File: config.mk
export PLATFORM = sky130hd
export DESIGN_NAME = ffp_merge
export DESIGN_NICKNAME = d
export VERILOG_FILES = /design/src/rtl/core/ffp_pkg.sv /design/src/rtl/core/ffp_merge.sv
export SDC_FILE = /design/constraint.sdc
export NUM_CORES = 1
export LEC_CHECK = 0
export ABC_CLOCK_PERIOD_IN_PS = 5330
export BUFFER_PORTS_ARGS = -buffer_cell sky130_fd_sc_hd__buf_4
export CELL_PAD_IN_SITES_DETAIL_PLACEMENT = 0
export CELL_PAD_IN_SITES_GLOBAL_PLACEMENT = 1
export CORE_MARGIN = 2
export CORE_UTILIZATION = 34
export CTS_BUF_LIST = sky130_fd_sc_hd__clkbuf_16
export DETAILED_ROUTE_END_ITERATION = 6
export GPL_TIMING_DRIVEN = 0
export PLACE_DENSITY_LB_ADDON = 0.12
export SLEW_MARGIN = 20
export SYNTH_ARGS = -nofsm -noshare
export SYNTH_HDL_FRONTEND = slang
export SYNTH_SLANG_ARGS = --single-unit
File: constraint.sdc
create_clock -name i_clk -period 5.33 [get_ports i_clk]
set_clock_uncertainty 0.15 [all_clocks]
set_input_delay 1.066 -clock i_clk [delete_from_list [all_inputs] [get_ports i_clk]]
set_output_delay 1.066 -clock i_clk [all_outputs]
set_load 0.01 [all_outputs]
File: src/rtl/core/ffp_pkg.sv
// ----------------------------------------------------------------------------
// ffp_pkg
// Shared types and constants for the fern posterior train unit.
// ----------------------------------------------------------------------------
package ffp_pkg;
    localparam int unsigned MAX_FERNS  = 10;
    localparam int unsigned CODE_W     = 13;
    localparam int unsigned CONF_W     = 20;
    localparam int unsigned COUNT_W    = 16;
    localparam int unsigned WEIGHT_W   = 17;
    localparam int unsigned CFG_IDX_W  = 1;
    localparam int unsigned CFG_DATA_W = 20;

    localparam logic [CFG_IDX_W-1:0] CFG_POS_THR = 1'd0;
    localparam logic [CFG_IDX_W-1:0] CFG_NEG_THR = 1'd1;

    localparam logic [CONF_W-1:0] THR_RESET = 20'd327680;
    localparam logic [COUNT_W-1:0] COUNT_MAX = 16'hFFFF;

    typedef struct packed {
        logic                            operation;
        logic                            label;
        logic [MAX_FERNS-1:0][CODE_W-1:0] leaf_code;
    } t_in_beat;

    typedef struct packed {
        logic [CONF_W-1:0] confidence;
        logic              updated;
    } t_out_beat;

    // Lane control: read strobe, learn strobe, sample polarity
    typedef struct packed {
        logic rd;
        logic learn;
        logic positive;
    } t_lane_ctl;
endpackage

File: src/rtl/core/ffp_merge.sv
// ----------------------------------------------------------------------------
// ffp_merge
// Registered sum of the lane weights into the Q16 confidence.
// ----------------------------------------------------------------------------
module ffp_merge #(
    parameter int unsigned TREES = 10
) (
    input  logic                                    i_clk,
    input  logic [TREES-1:0][ffp_pkg::WEIGHT_W-1:0] i_weight,
    output logic [ffp_pkg::CONF_W-1:0]              o_sum
);
    logic [ffp_pkg::CONF_W-1:0] n_sum;

    // Add the lane weights
    always_comb begin
        n_sum = '0;
        for (int t = 0; t < TREES; t++) begin
            n_sum = n_sum + ffp_pkg::CONF_W'(i_weight[t]);
        end
    end

    always_ff @(posedge i_clk) begin
        o_sum <= n_sum;
    end
endmodule
== Word-level counts from Yosys, hierarchy flattened ==
Cells that the tools add are included.

* Bits of input ports: 171
* Logic and storage cells: 10
* Output and inout port bits: 20
* Register bits after elaboration: 20

* Add/sub/neg operators: 9

{| class="wikitable"
|+ Operators by type and width
! kind !! count
|-
| adder 20 x 17 -> 20 bit || 6
|-
| adder 19 x 17 -> 20 bit || 1
|-
| adder 18 x 17 -> 19 bit || 1
|-
| adder 17 x 17 -> 18 bit || 1
|}

== Longest topological paths before layout ==
Gate-level depths: netlist (run 1).

* Word-level depth: 9
* Mapped depth: 17
* Mapped depth without buffers: 17

== Worst setup path after synthesis (run 1) ==
Ideal clock, no wire load.

* Kind: in2reg
* From: in i_weight[104] (netlist name)
* To: reg o_sum[14] (netlist name)
* Library setup time: 0.116 ns
* Path buffers: 0
* Stages on the path: 13
* Arrival time: 5.054 ns
* Data required time: 5.064 ns
* Slack: 0.010 ns
* Cells stage by stage: fa_1 > fa_1 > fa_1 > inv_1 > fa_1 > inv_1 > fa_1 > ha_1 > a21o_1 > and4_4 > o21ba_4 > or4_1 > and4_1

* Cells in the longest elaborated chain, start to end: 4

{| class="wikitable"
|+ Ends and longest elaborated chain
! element !! line !! text
|-
| start, declared || ffp_merge.sv:9 || <nowiki>input logic [TREES-1:0][ffp_pkg::WEIGHT_W-1:0] i_weight,</nowiki>
|-
| adder 20 x 17 -> 20 bit (4 in series) || ffp_merge.sv:18 || <nowiki>n_sum = n_sum + ffp_pkg::CONF_W'(i_weight[t]);</nowiki>
|-
| named net n_sum (one bit) || ffp_merge.sv:12 || <nowiki>logic [ffp_pkg::CONF_W-1:0] n_sum;</nowiki>
|-
| end signal, assigned || ffp_merge.sv:23 || <nowiki>o_sum <= n_sum;</nowiki>
|-
| end, declared || ffp_merge.sv:10 || <nowiki>output logic [ffp_pkg::CONF_W-1:0] o_sum</nowiki>
|}

The timed path passes the listed nets, and every way through them passes these cells.

== Worst setup path in the final report (run 1) ==
* From: in i_weight[2] (netlist name)
* To: reg o_sum[14] (netlist name)

* Cells in the longest elaborated chain, start to end: 9

{| class="wikitable"
|+ Ends and longest elaborated chain
! element !! line
|-
| adder 17 x 17 -> 18 bit || ffp_merge.sv:18
|-
| adder 18 x 17 -> 19 bit || ffp_merge.sv:18
|-
| adder 19 x 17 -> 20 bit || ffp_merge.sv:18
|-
| adder 20 x 17 -> 20 bit (6 in series) || ffp_merge.sv:18
|-
| named net n_sum (one bit) || ffp_merge.sv:12
|}

The timed path passes the listed nets, and every way through them passes these cells.

==> impl_results.md, run 1 <==
- Status: complete, no violations
- Total CTS buffers: 3
- Global-route wire length before repair: 16300 µm
- Vias per inst: 4.20
- Syn Std Cell Area: roughly 0.0047 mm²
- CP startpoint kind: input port
- Sink Count: 20
- Multi-input gate area: 0.00375 mm²
- Cell chosen for the clock root: clkbuf_16
- Max cap viols: 0
- Nets: between 900 and 1000
- Endpoint, Worst Hold: o_sum[0]$_DFF_P_
- Final Non-Filler Cells: just over 800
- CTS tree: done
- DP Cell Count: 816
- I/O pin count: between 150 and 200
- Mean routed wirelength per cell: between 10 and 15 µm
- Area contributors post-synth: fa_1 57%, inv_1 13%, dfxtp_1 8.6%
- Cts hold-fix bufs: 0
- Sequential cell area: ~400 µm²
- Half-perimeter wire length after placement: a little under 9000 µm
- Starting DRT DRC Count: 27
- Number of synthesized flops with an enable pin: 0
- Overall routing resource usage: 0.135
- Reg with most FFs: o_sum
- Worst Hold Path Cells: 2
- Fin. Hold Viols: 0
- Antenna diodes: 0
- Max reg flops: 20
- CORE AREA: roughly 0.013 mm²
- Die Ht: about 120 µm
- Yosys top cell area share: 0.569
- Via count: around 3500
- Initial antenna violation count: 0
- Fill count: ~1300
- Finished Core Util: 0.490
- CP Capture Type: flip-flop
- Distinct cells, synth: 41
- Synth top cells by count: 161 x inv_1, 133 x fa_1, 25 x ha_1
- Yosys reg bits: 20
- Post-Synthesis Cells: 450
- Syn avg cell area: around 10 µm²
- Die area: roughly 0.015 mm²
- Rel. slew slack: 0.669
- Clock buffer depth: 2
- Core Rows: 42
- Final period utilization: 0.996
- Worst Path Arrival: about 5.3 ns
- Final ANT Viol Nets: 0
- Slew @ Worst Pin: just under 0.5 ns
- Seq/Total Area, Yosys: 0.0856
- Routability congestion estimate from global placement: 0.727
- Mapped Nets: slightly below 800
- Fmax achieved: ~190 MHz
- Main synth FF type: dfxtp_1
- Port Buf Inserts: between 150 and 200
- Starting Density: 0.351
- DIE WIDTH: between 100 and 150 µm
- DRC: 0
- Cell Area, Placed: around 0.0063 mm²
- Post-synth ARST share: 0
- Data required, critical path: around 5.3 ns
- Unrepaired setup endpoints after global routing: yes
- Worst-path clk slew: about 0.060 ns
- Area grow syn2layout: 39.6%
- Most numerous cell in the Yosys netlist: inv_1
- H-Tree Depth: 1
- GRT Residual Overflow: 0
- Top cell type by total area after synthesis: fa_1
- Worst hold path class: in -> reg
- WS Path Type: in -> reg
- Setup-failing EPs final: 0
- Largest net degree at the start of global routing: 12
- Min cycle time layout: about 5.3 ns
- Final Instance Area: 0.00653 mm²
- Vias in the first global route: about 4000
- Hold wc startpoint: i_weight[153]
- Layout cells sized above 1: 0.340
- CP Max Fanout: 2
- Fin. max-slew vios: 0
- Drt first pass iters: 4
- Largest registers: o_sum: 20 flops
- WL final: about 9400 µm
- Synthesis Warnings: 0
## worst max-delay path by stage
| stage | start | end | slack, ns |
|---|---|---|---|
| floorplan | i_weight[104] | o_sum[14]$_DFF_P_ | 0.01 |
| global placement | i_weight[65] | o_sum[19]$_DFF_P_ | -0.30 |
| detailed placement | i_weight[65] | o_sum[19]$_DFF_P_ | -0.35 |
| CTS | i_weight[65] | o_sum[19]$_DFF_P_ | 0.0008 |
| global route | i_weight[104] | o_sum[14]$_DFF_P_ | -0.10 |
| finish | i_weight[2] | o_sum[14]$_DFF_P_ | 0.02 |
## through the flow
stage	setup WS (ns)	hold slack (ns)	TNS [ns]
after floorplan	0.00976	1.05	0
after global placement	-0.300	1.14	-1.72
after detailed placement	-0.352	1.14	-1.81
after CTS	0.000767	0.876	0
after global routing	-0.102	0.906	-0.198
final	0.0230	0.886	0
## cells in the final DEF (no fill, tap or decap), types with 2 or more instances in the layout
master	instances
a21o_1	2
a21oi_1	18
a31oi_2	2
and2_1	2
buf_4	194
clkbuf_16	3
dfxtp_1	20
fa_1	132
ha_1	20
ha_4	4
inv_1	159
inv_2	2
mux2i_1	2
nand2_1	14
nand2b_1	2
nand3_1	3
nand4_1	2
nor2_1	8
nor4_1	2
o211ai_1	4
o21a_1	4
o21ai_0	6
o21ai_1	2
xnor2_1	7
xor2_1	6
## kinds of logic after synthesis
group                      after synthesis  synth area share
adders and majority gates              158             0.636
muxes                                    2           0.00428
AOI/OAI and AO/OA                       48            0.0671
buffers and inverters                  164             0.133
DFF                                     20            0.0856
and+or+nand+nor                         45            0.0500
xor gates and xnor gates                13            0.0243
## metal layers
metal / vias up / routed length (µm) / track usage
met5: - / 0 / 0
met4: 0 / 93 / 0.0230
met3: 8 / 670 / 0.0174
met2: 115 / 5070 / 0.263
met1: 1634 / 3550 / 0.158
li1: 1698 / - / -
## worst max-delay path, cell delays in order
cell	delay [ns]
buf_4	0.08
inv_2	0.03
fa_1	0.54
inv_1	0.05
fa_1	0.45
fa_1	0.52
inv_2	0.04
fa_1	0.48
inv_1	0.05
fa_1	0.47
ha_1	0.29
a21o_1	0.19
and4_4	0.20
o21ba_4	0.19
or4_1	0.46
and4_1	0.19
## final cells by class
cell class                      count  share of cell area
Timing Repair Buffer              193               0.222
Tap cell                          176              0.0337
Clock buffer                        3              0.0115
Inverter                          161              0.0925
Multi-Input combinational cell    266               0.575
Buffer                              3             0.00345
Clock inverter                      1            0.000574
Sequential cell                    20              0.0613
## repair_timing
item                       CTS  global route
resized for setup            3            25
buffers inserted             2             1
setup endpoints to repair    2             6
pin swaps                    1             2
Power of run 1 is not shown: default switching activity piles up to over one toggle a cycle in this logic, so the estimate is an artifact.
==> inputs of run 2 (changes only) <==
- BUFFER_PORTS_ARGS: -buffer_cell sky130_fd_sc_hd__buf_4 -> -buffer_cell sky130_fd_sc_hd__buf_2
==> impl_results.md, run 2 (synthesized netlist as in run 1, its figures left out) <==
- Drt first pass iters: 4 (unchanged)
- Hold wc startpoint: i_weight[153]
- Leading cell types in the layout, fill and taps excluded: 189 x buf_2, 159 x inv_1, 131 x fa_1, 20 x dfxtp_1
- Final period utilization: 0.983 (-0.0128)
- Sequential cell area: 400 µm² (unchanged)
- Total CTS buffers: 3 (unchanged)
- Mean routed wirelength per cell: 11.0 µm (-3.6%)
- CORE AREA: 0.0133 mm² (unchanged)
- Worst hold path class: in -> reg
- Layout cells sized above 1: 0.345 (+0.00517)
- Sink Count: 20 (unchanged)
- Worst Path Arrival: 5.20 ns (-0.10 ns)
- Die area: 0.0147 mm² (unchanged)
- Max reg flops: 20 (unchanged)
- Fmax achieved: 191 MHz (+1.3%)
- Antenna diodes: 0 (unchanged)
- Die Ht: 121 µm (unchanged)
- Half-perimeter wire length after placement: 8620 µm (-1.8%)
- Finished Core Util: 0.454 (-0.0352)
- Unrepaired setup endpoints after global routing: yes
- Largest net degree at the start of global routing: 12 (unchanged)
- H-Tree Depth: 1 (unchanged)
- DIE WIDTH: 121 µm (unchanged)
- Vias per inst: 4.25 (+1.2%)
- Rel. slew slack: 0.727 (+0.0585)
- Data required, critical path: 5.29 ns (-0.03 ns)
- Starting Density: 0.351 (unchanged)
- Worst-path clk slew: 0.06 ns (about the same)
- Status: complete, no violations
- Largest registers: o_sum: 20 flops
- Crit path top cell by count: fa_1
- Max cap viols: 0 (unchanged)
- Initial antenna violation count: 0 (unchanged)
- Fill count: 1338 (+4.0%)
- Fin. Hold Viols: 0 (unchanged)
- Fin. max-slew vios: 0 (unchanged)
- Final Non-Filler Cells: 822 (-0.12%)
- CP startpoint kind: input port
- Core Rows: 42 (unchanged)
- Slowest stage cell, crit path: fa_1
- CP Max Fanout: 7 (+5)
- Worst path cell trace: buf_2, inv_1, fa_1, inv_1, fa_1, fa_1, fa_1, inv_1, fa_1, inv_1, ha_1, clkbuf_4, nand2_1, or3_4, o221a_2, o2111ai_1, o211ai_1
- WL final: 9040 µm (-3.7%)
- Worst path max stage delay: 0.53 ns (about the same)
- Vias in the first global route: 3905 (-0.026%)
- Starting DRT DRC Count: 42 (+56%)
- I/O pin count: 191 (unchanged)
- Cell chosen for the clock root: clkbuf_16
- Nets: 976 (-0.10%)
- Most common cell after layout, fill and taps aside: buf_2
- Routability congestion estimate from global placement: 0.714 (-1.9%)
- DRC: 0 (unchanged)
- GRT Residual Overflow: 0 (unchanged)
- Worst Hold Path Cells: 2 (unchanged)
- Cts hold-fix bufs: 0 (unchanged)
- Slew @ Worst Pin: 0.409 ns (-0.0878 ns)
- DP Cell Count: 816 (unchanged)
- Multi-input gate area: 0.00376 mm² (+0.20%)
- Clock buffer depth: 2 (unchanged)
- CP Capture Type: flip-flop
- Min cycle time layout: 5.24 ns (-0.0681 ns)
- Overall routing resource usage: 0.132 (-0.00306)
- Setup-failing EPs final: 0 (unchanged)
- Endpoint, Worst Hold: o_sum[0]$_DFF_P_
- Reg with most FFs: o_sum
- Global-route wire length before repair: 16100 µm (-1.6%)
- Area grow syn2layout: 29.6%
- WS Path Type: in -> reg
- Port Buf Inserts: 190 (unchanged)
- Via count: 3492 (+1.1%)
- CTS tree: done
- Final ANT Viol Nets: 0 (unchanged)
==> run 2: cell types whose count changed in the layout (fill, tap and decap cells not counted), sizes merged <==
cell  change
buf       -1
==> run 2: routing by layer <==
metal	global-route usage	share of wire	up-vias	wire length (µm)
met3	0.0155	0.074	2	668
met5	0	0	-	0
met1	0.153	0.38	1688	3430
li1	-	-	1697	-
met4	0.0151	0.0034	0	31
met2	0.264	0.54	105	4900
==> run 2: how the worst max path moves through the flow <==
stage	slack (ns)	start	endpoint	cells after the start
final	0.09	i_weight[13]	o_sum[19]$_DFF_P_	17
after CTS	0.004	i_weight[66]	o_sum[19]$_DFF_P_	16
after detailed placement	-0.35	i_weight[65]	o_sum[19]$_DFF_P_	16
after floorplan	0.01	i_weight[104]	o_sum[14]$_DFF_P_	13
after global placement	-0.30	i_weight[65]	o_sum[19]$_DFF_P_	16
after global routing	-0.12	i_weight[13]	o_sum[19]$_DFF_P_	17
==> run 2: final cells by class <==
| class | count | share of cell area |
|---|---|---|
| buffer | 3 | 0.00433 |
| timing repair buffer | 192 | 0.160 |
| multi-input combinational | 266 | 0.620 |
| inverter | 161 | 0.0996 |
| clock inverter | 1 | 0.000619 |
| tap | 176 | 0.0363 |
| clock buffer | 3 | 0.0124 |
| sequential | 20 | 0.0660 |
==> run 2: metrics by stage <==
step | area [µm²] | hold WS, ns | TNS, ns | setup WS [ns]
floorplan | 4680 | 1.05 | 0 | 0.00976
global placement | 5850 | 1.14 | -1.63 | -0.298
detailed placement | 5850 | 1.15 | -1.68 | -0.346
CTS | 5970 | 0.888 | 0 | 0.00439
global route | 6060 | 0.908 | -0.187 | -0.124
finish | 6060 | 0.891 | 0 | 0.0912
==> run 2: what timing repair did <==
action                                  4_1_cts  5_1_grt
pin swaps                                     0        6
endpoints found under the setup margin        2        7
buffers inserted                              1        1
gates resized for setup                       6       26
==> run 2: critical path, delay by kind of cell <==
kind                       cells  cell delay, ns
AOI/OAI and AO/OA              3            0.58
adders and majority gates      6            2.68
buffers and inverters          6            0.43
and+or+nand+nor                2            0.47
Power of run 2 is left out for the same reason.
